**config.mk**
```make
export PLATFORM = sky130hd
export DESIGN_NAME = pmq_prep
export DESIGN_NICKNAME = d
export VERILOG_FILES = /design/src/hw/rtl/pmq_pkg.sv /design/src/hw/rtl/pmq_prep.sv
export SDC_FILE = /design/constraint.sdc
export NUM_CORES = 1
export LEC_CHECK = 0
export BUFFER_PORTS_ARGS = -buffer_cell sky130_fd_sc_hd__buf_2
export CAP_MARGIN = 20
export CORE_AREA = 2 2 209 211
export CTS_BUF_LIST = sky130_fd_sc_hd__clkbuf_4 sky130_fd_sc_hd__clkbuf_8
export CTS_CLUSTER_SIZE = 28
export DETAILED_ROUTE_END_ITERATION = 7
export DIE_AREA = 0 0 211 213
export PLACE_DENSITY = 0.47
export SLEW_MARGIN = 20
export SYNTH_ARGS = -nofsm -noshare
export SYNTH_HDL_FRONTEND = slang
export SYNTH_SLANG_ARGS = --single-unit
export TNS_END_PERCENT = 100
```
**constraint.sdc**
```tcl
create_clock -name clk -period 4.3 [get_ports clk]
set_input_delay 0 -clock clk [delete_from_list [all_inputs] [get_ports clk]]
set_output_delay 0 -clock clk [all_outputs]
set_load 0.02 [all_outputs]
```
**src/hw/rtl/pmq_pkg.sv**
```systemverilog
`timescale 1ns / 1ps
package pmq_pkg;

  localparam int ROOT_W = 16;
  localparam int IDX_W  = 4;
  localparam int REM_W  = 31;
  localparam int SUM_W  = 18;
  localparam int LANES  = 4;

  // Lane order inside the root chain
  localparam int LANE_W = 0;
  localparam int LANE_X = 1;
  localparam int LANE_Y = 2;
  localparam int LANE_Z = 3;

  localparam logic [ROOT_W-1:0] Q_ONE = 16'd16384;

  typedef struct packed {
    logic signed [15:0] rot_00;
    logic signed [15:0] rot_01;
    logic signed [15:0] rot_02;
    logic signed [15:0] rot_10;
    logic signed [15:0] rot_11;
    logic signed [15:0] rot_12;
    logic signed [15:0] rot_20;
    logic signed [15:0] rot_21;
    logic signed [15:0] rot_22;
    logic signed [31:0] trans_x;
    logic signed [31:0] trans_y;
    logic signed [31:0] trans_z;
  } pmq_in_t;

  typedef struct packed {
    logic signed [31:0] pos_x;
    logic signed [31:0] pos_y;
    logic signed [31:0] pos_z;
    logic        [14:0] quat_w;
    logic signed [15:0] quat_i;
    logic signed [15:0] quat_j;
    logic signed [15:0] quat_k;
  } pmq_out_t;

  // Fields that ride along the root chain untouched
  typedef struct packed {
    logic signed [31:0] pos_x;
    logic signed [31:0] pos_y;
    logic signed [31:0] pos_z;
    logic               neg_x;
    logic               neg_y;
    logic               neg_z;
  } pmq_side_t;

  typedef struct packed {
    logic                               valid;
    logic [LANES-1:0][REM_W-1:0]        rem;
    logic [LANES-1:0][ROOT_W-1:0]       root;
    pmq_side_t                          side;
  } pmq_pipe_t;

endpackage

```
**src/hw/rtl/pmq_prep.sv**
```systemverilog
`timescale 1ns / 1ps
module pmq_prep (
  input  logic              clk,
  input  logic              rst_n,
  input  logic              take,
  input  pmq_pkg::pmq_in_t  req,
  output pmq_pkg::pmq_pipe_t pipe_o
);
  import pmq_pkg::*;

  logic signed [SUM_W-1:0] m00, m11, m22, one;
  logic signed [SUM_W-1:0] s_w, s_x, s_y, s_z;
  logic [LANES-1:0][REM_W-1:0] rad;
  pmq_side_t side;
  logic valid_r;
  logic [LANES-1:0][REM_W-1:0] rem_r;
  pmq_side_t side_r;

  function automatic logic [REM_W-1:0] to_rad(input logic signed [SUM_W-1:0] s);
    logic [REM_W-1:0] r;
    // drop non-positive sums, scale by 2^14 otherwise
    if (s[SUM_W-1] || s == '0) r = '0;
    else r = {s[SUM_W-2:0], 14'd0};
    return r;
  endfunction

  always_comb begin
    m00 = SUM_W'(req.rot_00);
    m11 = SUM_W'(req.rot_11);
    m22 = SUM_W'(req.rot_22);
    one = SUM_W'(Q_ONE);
    s_w = one + m00 + m11 + m22;
    s_x = one + m00 - m11 - m22;
    s_y = one - m00 + m11 - m22;
    s_z = one - m00 - m11 + m22;
    rad[LANE_W] = to_rad(s_w);
    rad[LANE_X] = to_rad(s_x);
    rad[LANE_Y] = to_rad(s_y);
    rad[LANE_Z] = to_rad(s_z);

    if (req.trans_x == 32'sh8000_0000) side.pos_x = 32'sh7fff_ffff;
    else side.pos_x = -req.trans_x;
    side.pos_y = req.trans_z;
    side.pos_z = req.trans_y;
    side.neg_x = req.rot_21 < req.rot_12;
    side.neg_y = req.rot_02 < req.rot_20;
    side.neg_z = req.rot_10 < req.rot_01;
  end

  always_ff @(posedge clk) begin
    if (!rst_n) valid_r <= 1'b0;
    else valid_r <= take;
  end

  always_ff @(posedge clk) begin
    rem_r  <= rad;
    side_r <= side;
  end

  always_comb begin
    pipe_o.valid = valid_r;
    pipe_o.rem   = rem_r;
    pipe_o.root  = '0;
    pipe_o.side  = side_r;
  end

endmodule

```
==> tab_implementation.tex <==
\begin{tabular}{lr}
\hline
Metric & Value \\
\hline
\multicolumn{2}{l}{\textbf{Status}} \\
Result of the run & finished, final reports clean \\
\multicolumn{2}{l}{\textbf{Setup path}} \\
Required arrival time at the worst endpoint & 4710 ps \\
Data arrival, critical path & 4330 ps \\
Category of the worst setup path launch point & input port \\
Critical path endpoint category & register \\
Setup Crit Path Kind & in -> reg \\
Worst Path Max Fanout & 10 \\
\multicolumn{2}{l}{\textbf{Detailed routing}} \\
WL per Instance & 16.1 um \\
First-pass detailed-route iteration total & 4 \\
Overall routed net length & 37700 um \\
Initial drt markers & 375 \\
Number of nets still failing antenna checks after routing & 0 \\
Remaining routing DRC violations & 0 \\
Number of vias per cell after detailed routing & 4.23 \\
Number of vias after detailed routing & 9905 \\
\multicolumn{2}{l}{\textbf{Synth}} \\
Dominant cell by count in the synthesized netlist & dfxtp\_1 \\
Sequential area share after synthesis & 29.4\% \\
Cell area after synthesis & 11400 sq um \\
Synthesized flop and latch total & 168 \\
Average instance area after synthesis & 9.36 sq um \\
Number of unique standard cell types used by synthesis & 69 \\
Dominant register cell in the synthesized netlist & dfxtp\_1 \\
Synth async-reset ratio & 0\% \\
Count of flip-flops with a built-in enable after synthesis & 0 \\
Number of instances in the synthesized netlist & 1220 \\
Post-synthesis cell type with the largest combined area & dfxtp\_1 \\
Biggest area contributors in the synthesized netlist & dfxtp\_1 (29\%), ha\_1 (13\%), fa\_1 (12\%), buf\_4 (8.0\%), inv\_1 (4.6\%) \\
Number of warning messages in the yosys log & 0 \\
Proportion of netlist area held by the largest area contributor & 29.4\% \\
Most frequent cells after synthesis & dfxtp\_1 (168), inv\_1 (139), buf\_4 (121) \\
\multicolumn{2}{l}{\textbf{STA}} \\
Relative slew slack & 60.4\% \\
Min Hold Slack & 12.6 ps \\
Fmax & 0.255 GHz \\
Least-Margin Pin Slew & 579 ps \\
Period minus WS final & 3920 ps \\
Final hold violations & 0 \\
Final worst path period share & 91.2\% \\
Setup violation total in the final timing report & 0 \\
RSZ-0062 raised after global routing & false \\
Setup tns final & 0 ps \\
Final slew viol count & 0 \\
\multicolumn{2}{l}{\textbf{Layout}} \\
Share of post-route cells with drive strength above 1 & 26.4\% \\
Relative area change from synthesis to final layout & 35.1\% \\
\# nets final & 2208 \\
Number of non-filler instances in the completed layout & 2341 \\
\multicolumn{2}{l}{\textbf{Global route}} \\
Number of antenna violations at the first check in global routing & 21 \\
Global-route wire length before repair & 54700 um \\
Number of global-route vias before repair & 9788 \\
Largest net degree at the start of global routing & 28 \\
Overflow left after global routing & 0 \\
GRT Overall Usage & 16.4\% \\
\multicolumn{2}{l}{\textbf{Clocking}} \\
Deepest clock path buffer count & 2 \\
Post-CTS setup buffers & 0 \\
Clock transition time at the flip-flop clock pins of the worst setup and hold paths & 100 ps \\
Maximum level of the CTS H-tree & 4 \\
CTS-repair resized insts & 0 \\
Clock tree from TritonCTS & built \\
Hold buffer count at CTS & 131 \\
CTS sink count & 168 \\
Clock Root Buffer & clkbuf\_8 \\
Clock buffer count from CTS & 17 \\
\multicolumn{2}{l}{\textbf{Power and ir drop}} \\
Cell leakage power & 8.00 nW \\
Highest ir drop seen on vdd & 0.189 mV \\
PD cells & 397 nW/um\^{}2 \\
\multicolumn{2}{l}{\textbf{Placed design}} \\
Count of buffers from port buffering & 410 \\
Gpl congestion & 0.831 \\
Cells after DPL & 2172 \\
Detail Placement HPWL & 32200 um \\
\multicolumn{2}{l}{\textbf{Floorplan}} \\
Width of the chip & 211 um \\
Placeable core area & 42700 sq um \\
Floorplan die area & 44900 sq um \\
Overall die height & 213 um \\
Initial Utilization & 26.8\% \\
IO Count & 531 \\
\# rows & 76 \\
\multicolumn{2}{l}{\textbf{Run}} \\
Maxcap violations & 0 \\
\multicolumn{2}{l}{\textbf{Hold path}} \\
Class of the most critical hold timing path & in -> reg \\
\hline
\end{tabular}
==> layout by cell type, fill, tap and decap left out, types with 8 or more instances in the layout <==
cell type	Yosys	layout
a21o_1	41	41
a21oi_1	47	47
buf_2	5	410
buf_4	121	9
clkbuf_8	0	17
conb_1	1	120
dfxtp_1	168	168
dlygate4sd3_1	0	131
fa_1	69	69
ha_1	120	120
inv_1	139	139
nand2_1	64	64
nand2b_1	16	16
nand3_1	16	16
nand4_1	8	8
nor2_1	102	102
nor2b_1	22	22
nor3_1	25	25
nor4_1	11	11
o21ai_0	29	29
or3_1	9	9
xnor2_1	47	47
xor2_1	45	45
==> final timing paths <==
check / end / startpoint / cells after the start / slack [ps]
hold / removal: pipe_o[0] / req[191] / 3 / 10
setup / recovery: pipe_o[279] / req[225] / 18 / 380
==> area by class of cell <==
type                    instances  area, sq um
inverters                     139          522
diodes                          7         17.5
multi-input cells             900         7020
well taps                     546          683
fillers                      4450        27300
flip-flops and latches        168         3360
clock buffers                  17          234
clock inverters                14          160
repair buffers                550         3430
==> critical path, stage by stage <==
cell	delay, ps
dlygate4sd3_1	550
buf_2	180
inv_1	70
ha_1	200
nand2_1	140
nor4_1	220
buf_4	200
nor2b_1	160
xnor2_1	190
fa_1	500
ha_1	390
a211oi_1	260
o22ai_1	120
a221o_1	330
a31o_2	270
xnor2_4	130
buf_4	190
a211oi_1	210
==> through the flow <==
step                utilization (%)  area (sq um)  total power [mW]  setup slack [ps]
global placement               32.1         13700              4.96               248
finish                         36.1         15400              6.13               380
global route                   36.1         15400              6.61              98.7
floorplan                         -         11900              3.98               682
detailed placement             32.1         13700              4.96               185
CTS                            36.1         15400              6.26               426
==> flip-flops by register name (all words and copies together) (netlist names) <==
register,cells
pipe_o,167
valid_r,1
==> logic make-up after synthesis <==
| kind of cell | count (synthesis) | synth area share, % |
|---|---|---|
| buffers and inverters | 271 | 13.0 |
| DFF | 168 | 29.4 |
| AOI/OAI and AO/OA | 185 | 11.0 |
| and+or+nand+nor | 308 | 13.6 |
| muxes | 5 | 0.438 |
| other | 1 | 0.0328 |
| xor gates and xnor gates | 93 | 7.29 |
| adders and majority gates | 189 | 25.2 |
==> power by group <==
group	leakage (nW)	internal, mW	total, mW	switching, mW
clock	0.195	0.481	1.16	0.679
combinational	6.39	1.14	2.94	1.80
sequential	1.41	1.90	2.03	0.135
==> per-layer routing <==
metal  wire length [um]  up-vias  global-route usage, %
li1                   -     4898                      -
met1              14000     4553                   16.8
met2              20000      383                   31.8
met3               3010       51                   5.28
met4                572       20                   4.27
met5                141        -                      0
Power figures use the tool's default switching activity.
