$ cat config.mk
export PLATFORM = sky130hd
export DESIGN_NAME = pmq_finish
export DESIGN_NICKNAME = d
export VERILOG_FILES = /design/src/hw/rtl/pmq_pkg.sv /design/src/hw/rtl/pmq_finish.sv
export SDC_FILE = /design/constraint.sdc
export NUM_CORES = 1
export LEC_CHECK = 0
export ABC_CLOCK_PERIOD_IN_PS = 3700
export BUFFER_PORTS_ARGS = -buffer_cell sky130_fd_sc_hd__buf_4
export CAP_MARGIN = 20
export CORE_AREA = 2 2 173 175
export DETAILED_ROUTE_END_ITERATION = 8
export DIE_AREA = 0 0 175 177
export MAX_ROUTING_LAYER = met4
export PLACE_DENSITY = 0.62
export SLEW_MARGIN = 20
export SYNTH_ARGS = -nofsm -noshare
export SYNTH_HDL_FRONTEND = slang
export SYNTH_SLANG_ARGS = --single-unit
export TNS_END_PERCENT = 10
$ cat constraint.sdc
create_clock -name clk -period 3.7 [get_ports clk]
set_clock_uncertainty 0.2 [all_clocks]
set_input_delay 0.185 -clock clk [delete_from_list [all_inputs] [get_ports clk]]
set_output_delay 0.185 -clock clk [all_outputs]
set_load 0.03 [all_outputs]
$ cat src/hw/rtl/pmq_pkg.sv
`timescale 1ns / 1ps
package pmq_pkg;

  localparam int ROOT_W = 16;
  localparam int IDX_W  = 4;
  localparam int REM_W  = 31;
  localparam int SUM_W  = 18;
  localparam int LANES  = 4;

  // Lane order inside the root chain
  localparam int LANE_W = 0;
  localparam int LANE_X = 1;
  localparam int LANE_Y = 2;
  localparam int LANE_Z = 3;

  localparam logic [ROOT_W-1:0] Q_ONE = 16'd16384;

  typedef struct packed {
    logic signed [15:0] rot_00;
    logic signed [15:0] rot_01;
    logic signed [15:0] rot_02;
    logic signed [15:0] rot_10;
    logic signed [15:0] rot_11;
    logic signed [15:0] rot_12;
    logic signed [15:0] rot_20;
    logic signed [15:0] rot_21;
    logic signed [15:0] rot_22;
    logic signed [31:0] trans_x;
    logic signed [31:0] trans_y;
    logic signed [31:0] trans_z;
  } pmq_in_t;

  typedef struct packed {
    logic signed [31:0] pos_x;
    logic signed [31:0] pos_y;
    logic signed [31:0] pos_z;
    logic        [14:0] quat_w;
    logic signed [15:0] quat_i;
    logic signed [15:0] quat_j;
    logic signed [15:0] quat_k;
  } pmq_out_t;

  // Fields that ride along the root chain untouched
  typedef struct packed {
    logic signed [31:0] pos_x;
    logic signed [31:0] pos_y;
    logic signed [31:0] pos_z;
    logic               neg_x;
    logic               neg_y;
    logic               neg_z;
  } pmq_side_t;

  typedef struct packed {
    logic                               valid;
    logic [LANES-1:0][REM_W-1:0]        rem;
    logic [LANES-1:0][ROOT_W-1:0]       root;
    pmq_side_t                          side;
  } pmq_pipe_t;

endpackage

$ cat src/hw/rtl/pmq_finish.sv
`timescale 1ns / 1ps
module pmq_finish (
  input  logic               clk,
  input  logic               rst_n,
  input  pmq_pkg::pmq_pipe_t pipe_i,
  output logic               valid_o,
  output pmq_pkg::pmq_out_t  data_o
);
  import pmq_pkg::*;

  logic [LANES-1:0][14:0] mag;
  logic [ROOT_W:0] rnd;
  pmq_out_t data_nxt, data_r;
  logic valid_r;

  always_comb begin
    for (int l = 0; l < LANES; l++) begin
      // round half up, then saturate at one
      rnd = ({1'b0, pipe_i.root[l]} + (ROOT_W+1)'(1)) >> 1;
      if (rnd > {1'b0, Q_ONE}) mag[l] = Q_ONE[14:0];
      else mag[l] = rnd[14:0];
    end
    data_nxt.pos_x  = pipe_i.side.pos_x;
    data_nxt.pos_y  = pipe_i.side.pos_y;
    data_nxt.pos_z  = pipe_i.side.pos_z;
    data_nxt.quat_w = mag[LANE_W];
    data_nxt.quat_i = pipe_i.side.neg_x ? -$signed({1'b0, mag[LANE_X]})
                                        :  $signed({1'b0, mag[LANE_X]});
    data_nxt.quat_j = pipe_i.side.neg_z ?  $signed({1'b0, mag[LANE_Z]})
                                        : -$signed({1'b0, mag[LANE_Z]});
    data_nxt.quat_k = pipe_i.side.neg_y ? -$signed({1'b0, mag[LANE_Y]})
                                        :  $signed({1'b0, mag[LANE_Y]});
  end

  always_ff @(posedge clk) begin
    if (!rst_n) valid_r <= 1'b0;
    else valid_r <= pipe_i.valid;
  end

  always_ff @(posedge clk) begin
    data_r <= data_nxt;
  end

  assign valid_o = valid_r;
  assign data_o  = data_r;

endmodule
==> results_tabular.tex <==
\begin{tabular}{lr}
\hline
Metric & Value \\
\hline
\multicolumn{2}{l}{\textbf{Synth}} \\
\quad Area of the mapped netlist & 6820 µm² \\
\quad Synth unique cells & 68 \\
\quad Cell types occupying the most area after synthesis & dfxtp\_1 47\%, xnor2\_1 5.9\%, xor2\_1 3.7\%, nor2\_1 3.7\%, nand2\_1 3.1\% \\
\quad EDFF count, synth & 0 \\
\quad Share of cell area taken by muxes after synthesis & 2.00\% \\
\quad Cells after Synth & 756 \\
\quad Post-synthesis share of cell area spent on and, or, nand and nor gates & 22.6\% \\
\quad Post-synthesis cell type with the largest combined area & dfxtp\_1 \\
\quad Compound-Gate Fraction of Synth Area & 14.1\% \\
\quad Syn nets & 1053 \\
\quad Commonest register cell after synthesis & dfxtp\_1 \\
\quad Fraction of post-synthesis cell area in the top cell type by area & 47.0\% \\
\quad Synthesized-area fraction occupied by xor and xnor cells & 9.63\% \\
\quad Post-Synth Adder-Cell Area & 1.28\% \\
\quad Main combinational cell family by area after synthesis & simple AND/OR/NAND/NOR gates \\
\quad Async set-or-reset flop fraction in the synthesized netlist & 0\% \\
\quad Synthesis warning total & 0 \\
\quad Share of synthesized area occupied by flip-flops and latches & 47.0\% \\
\quad Post-Synthesis Mean Instance Area & 9.02 µm² \\
\quad Post-synthesis register bit count & 160 \\
\multicolumn{2}{l}{\textbf{Clock network}} \\
\quad H-tree lvl count & 4 \\
\quad CTS tree & built \\
\quad Clock root buffer master & clkbuf\_16 \\
\quad CTS Sinks & 160 \\
\quad Inserted Clock Buffers & 17 \\
\quad Setup fix buffers added after clock tree synthesis & 0 \\
\quad Maximum count of clock buffers along a single path & 2 \\
\quad Post-CTS clock slew at the launch and capture registers of the worst setup and hold paths & 0.07 ns \\
\multicolumn{2}{l}{\textbf{Worst setup path}} \\
\quad Critical setup path kind & in2reg \\
\quad CP startpoint kind & input port \\
\quad Worst Path Max Fanout & 9 \\
\quad Nature of the critical path endpoint & flop \\
\quad Endpoint arrival time on the critical path & 3.71 ns \\
\quad CP startpoint & pipe\_i[121] \\
\quad Crit path required time & 3.82 ns \\
\multicolumn{2}{l}{\textbf{Cells and area}} \\
\quad Share of post-route cells with drive strength above 1 & 33.3\% \\
\quad Post-layout nets & 1527 \\
\quad Layout overhead on the synthesized area & 72.9\% \\
\multicolumn{2}{l}{\textbf{Placed design}} \\
\quad Final Wtd Congestion & 0.867 \\
\quad Worst slack after detailed placement & 0.0390 ns \\
\quad Detailed placement HPWL & 17600 µm \\
\quad Count of input and output buffers & 325 \\
\multicolumn{2}{l}{\textbf{STA}} \\
\quad Worst hold slack & 0.0351 ns \\
\quad RSZ-0062 raised after global routing & yes \\
\quad Post-layout worst setup margin & 0.109 ns \\
\quad Final-report setup violation count & 0 \\
\quad Fin. Hold Viols & 0 \\
\quad Final period util & 97.0\% \\
\quad Maximum clock rate & 278 MHz \\
\quad Headroom to the max-slew limit & 45.3\% \\
\quad Pins Over Slew Limit & 0 \\
\quad Final critical path time including I/O delays and setup & 3.59 ns \\
\quad Pin slew with the least headroom to its limit & 0.798 ns \\
\quad Aggregate negative setup slack & 0 ns \\
\multicolumn{2}{l}{\textbf{Global route}} \\
\quad Global route total overflow & 0 \\
\quad GRT Overall Usage & 15.3\% \\
\quad Largest net degree at the start of global routing & 21 \\
\quad First-pass GRT wire length & 36900 µm \\
\quad Number of antenna violations at the first check in global routing & 1 \\
\quad Number of global-route vias before repair & 7077 \\
\multicolumn{2}{l}{\textbf{Floorplan}} \\
\quad Core area & 29200 µm² \\
\quad Die H & 177 µm \\
\quad Horizontal extent of the die & 175 µm \\
\quad Core Rows & 63 \\
\quad Starting Density & 23.3\% \\
\quad Die footprint & 31000 µm² \\
\quad I/O pin count & 450 \\
\multicolumn{2}{l}{\textbf{Route}} \\
\quad Per-cell routed wire length & 14.8 µm \\
\quad Vias post-DR & 7339 \\
\quad Number of DRC markers after the initial detailed-route iteration & 319 \\
\quad Remaining design rule violation count & 0 \\
\quad Remaining antenna violation count after routing & 0 \\
\quad Routed wire length & 24200 µm \\
\quad Length of the first detailed-routing pass in iterations & 5 \\
\quad Ratio of routed vias to standard cells & 4.49 \\
\multicolumn{2}{l}{\textbf{Hold path}} \\
\quad Worst hold start & pipe\_i[135] \\
\quad Hold crit path type & in2reg \\
\quad Hold-critical path depth & 4 \\
\multicolumn{2}{l}{\textbf{Power}} \\
\quad Pwr/cell area & 402 nW/µm² \\
\quad Leak & 0.00512 µW \\
\quad Maximum vdd ir drop & 0.291 mV \\
\quad PnR Total Power & 4740 µW \\
\multicolumn{2}{l}{\textbf{Run}} \\
\quad Maximum capacitance violations & 0 \\
\multicolumn{2}{l}{\textbf{Status}} \\
\quad Result of the run & finished, final reports clean \\
\hline
\end{tabular}
==> sequential cells by signal, summed over array words and instances, names as in the netlist <==
signal / cells
valid_o: 1
data_o: 159
==> layout make-up <==
type	count	area, µm²
clock buffers	18	429
flip-flops and latches	160	3200
inverters	24	90.1
fillers	2841	17500
repair buffers	491	4030
clock inverters	14	149
well taps	390	488
diodes	1	2.50
multi-input cells	536	3400
==> repair_timing <==
item,in CTS,in global routing
hold buffers,137,0
hold endpoints to repair,138,0
resized for setup,0,5
endpoints found under the setup margin,0,13
==> logic make-up (layout without fill, tap and decap cells) <==
kind of cell,after synthesis,in the layout
and+or+nand+nor,300,300
AOI/OAI and AO/OA,141,141
adders and majority gates,7,7
muxes,13,13
xor gates and xnor gates,75,75
other,0,1
DFF,160,160
buffers and inverters,60,547
==> final timing paths <==
check / slack [ns] / endpoint
min: 0.04 / data_o[3]$_DFF_P_
max: 0.11 / data_o[33]$_DFF_P_
==> synth_stat cells (all sizes together) (4+ instances only) <==
library cell,count
a211oi,8
a21oi,39
a31oi,9
and2,9
and3,16
and4,6
buf,4
clkbuf,32
dfxtp,160
ha,7
inv,23
mux2,5
mux2i,8
nand2,57
nand2b,7
nand3,33
nand3b,4
nand4,22
nor2,77
nor3,33
nor4,5
o211ai,4
o21ai,24
o22ai,5
o31ai,4
o32ai,4
or2,4
or3,6
or4,8
xnor2,46
xor2,29
==> through the flow <==
step / utilization [%] / instance area [µm²] / cells
final: 40.3 / 11800 / 1634
after global routing: 40.3 / 11800 / 1634
after CTS: 40.3 / 11800 / 1633
after detailed placement: 33.6 / 9830 / 1464
after global placement: 33.6 / 9830 / 1464
after floorplan: - / 6820 / 756
==> worst max-delay path, cell delays in order <==
cell and delay, ns:
dlygate4sd3_1 0.53, buf_4 0.17, nand2_1 0.08, or4_1 0.59, or3_1 0.39, and3_1 0.20
nand4_1 0.15, nand3_1 0.20, and3_1 0.25, inv_1 0.07, ha_2 0.26, nand2_1 0.06
nand2_1 0.04, dlygate4sd3_1 0.54
==> power breakdown <==
part | switching (µW) | internal, µW | total [µW]
sequential | 38.9 | 1840 | 1880
combinational | 599 | 501 | 1100
clock | 802 | 953 | 1760
total | 1440 | 3300 | 4740
==> layer usage <==
metal	GRT usage [%]	vias up	share of wire (%)
met5	-	-	0
met4	6.01	0	2.2
met3	3.07	36	6.0
met2	25.7	258	49
met1	18.1	3391	42
li1	-	3654	-
==> layout by cell type (no fill, tap or decap), types with 7 or more instances in the layout <==
| cell type | count |
|---|---|
| a211oi_1 | 8 |
| a21oi_1 | 38 |
| a31oi_1 | 9 |
| and2_1 | 9 |
| and3_1 | 16 |
| buf_4 | 354 |
| clkbuf_16 | 17 |
| dfxtp_1 | 160 |
| dlygate4sd3_1 | 137 |
| inv_1 | 23 |
| mux2i_1 | 8 |
| nand2_1 | 57 |
| nand2b_1 | 7 |
| nand3_1 | 33 |
| nand4_1 | 22 |
| nor2_1 | 67 |
| nor2_2 | 10 |
| nor3_1 | 32 |
| o21ai_0 | 23 |
| or4_1 | 8 |
| xnor2_1 | 46 |
| xor2_1 | 29 |
No activity file was read; power rests on OpenSTA's default activity.
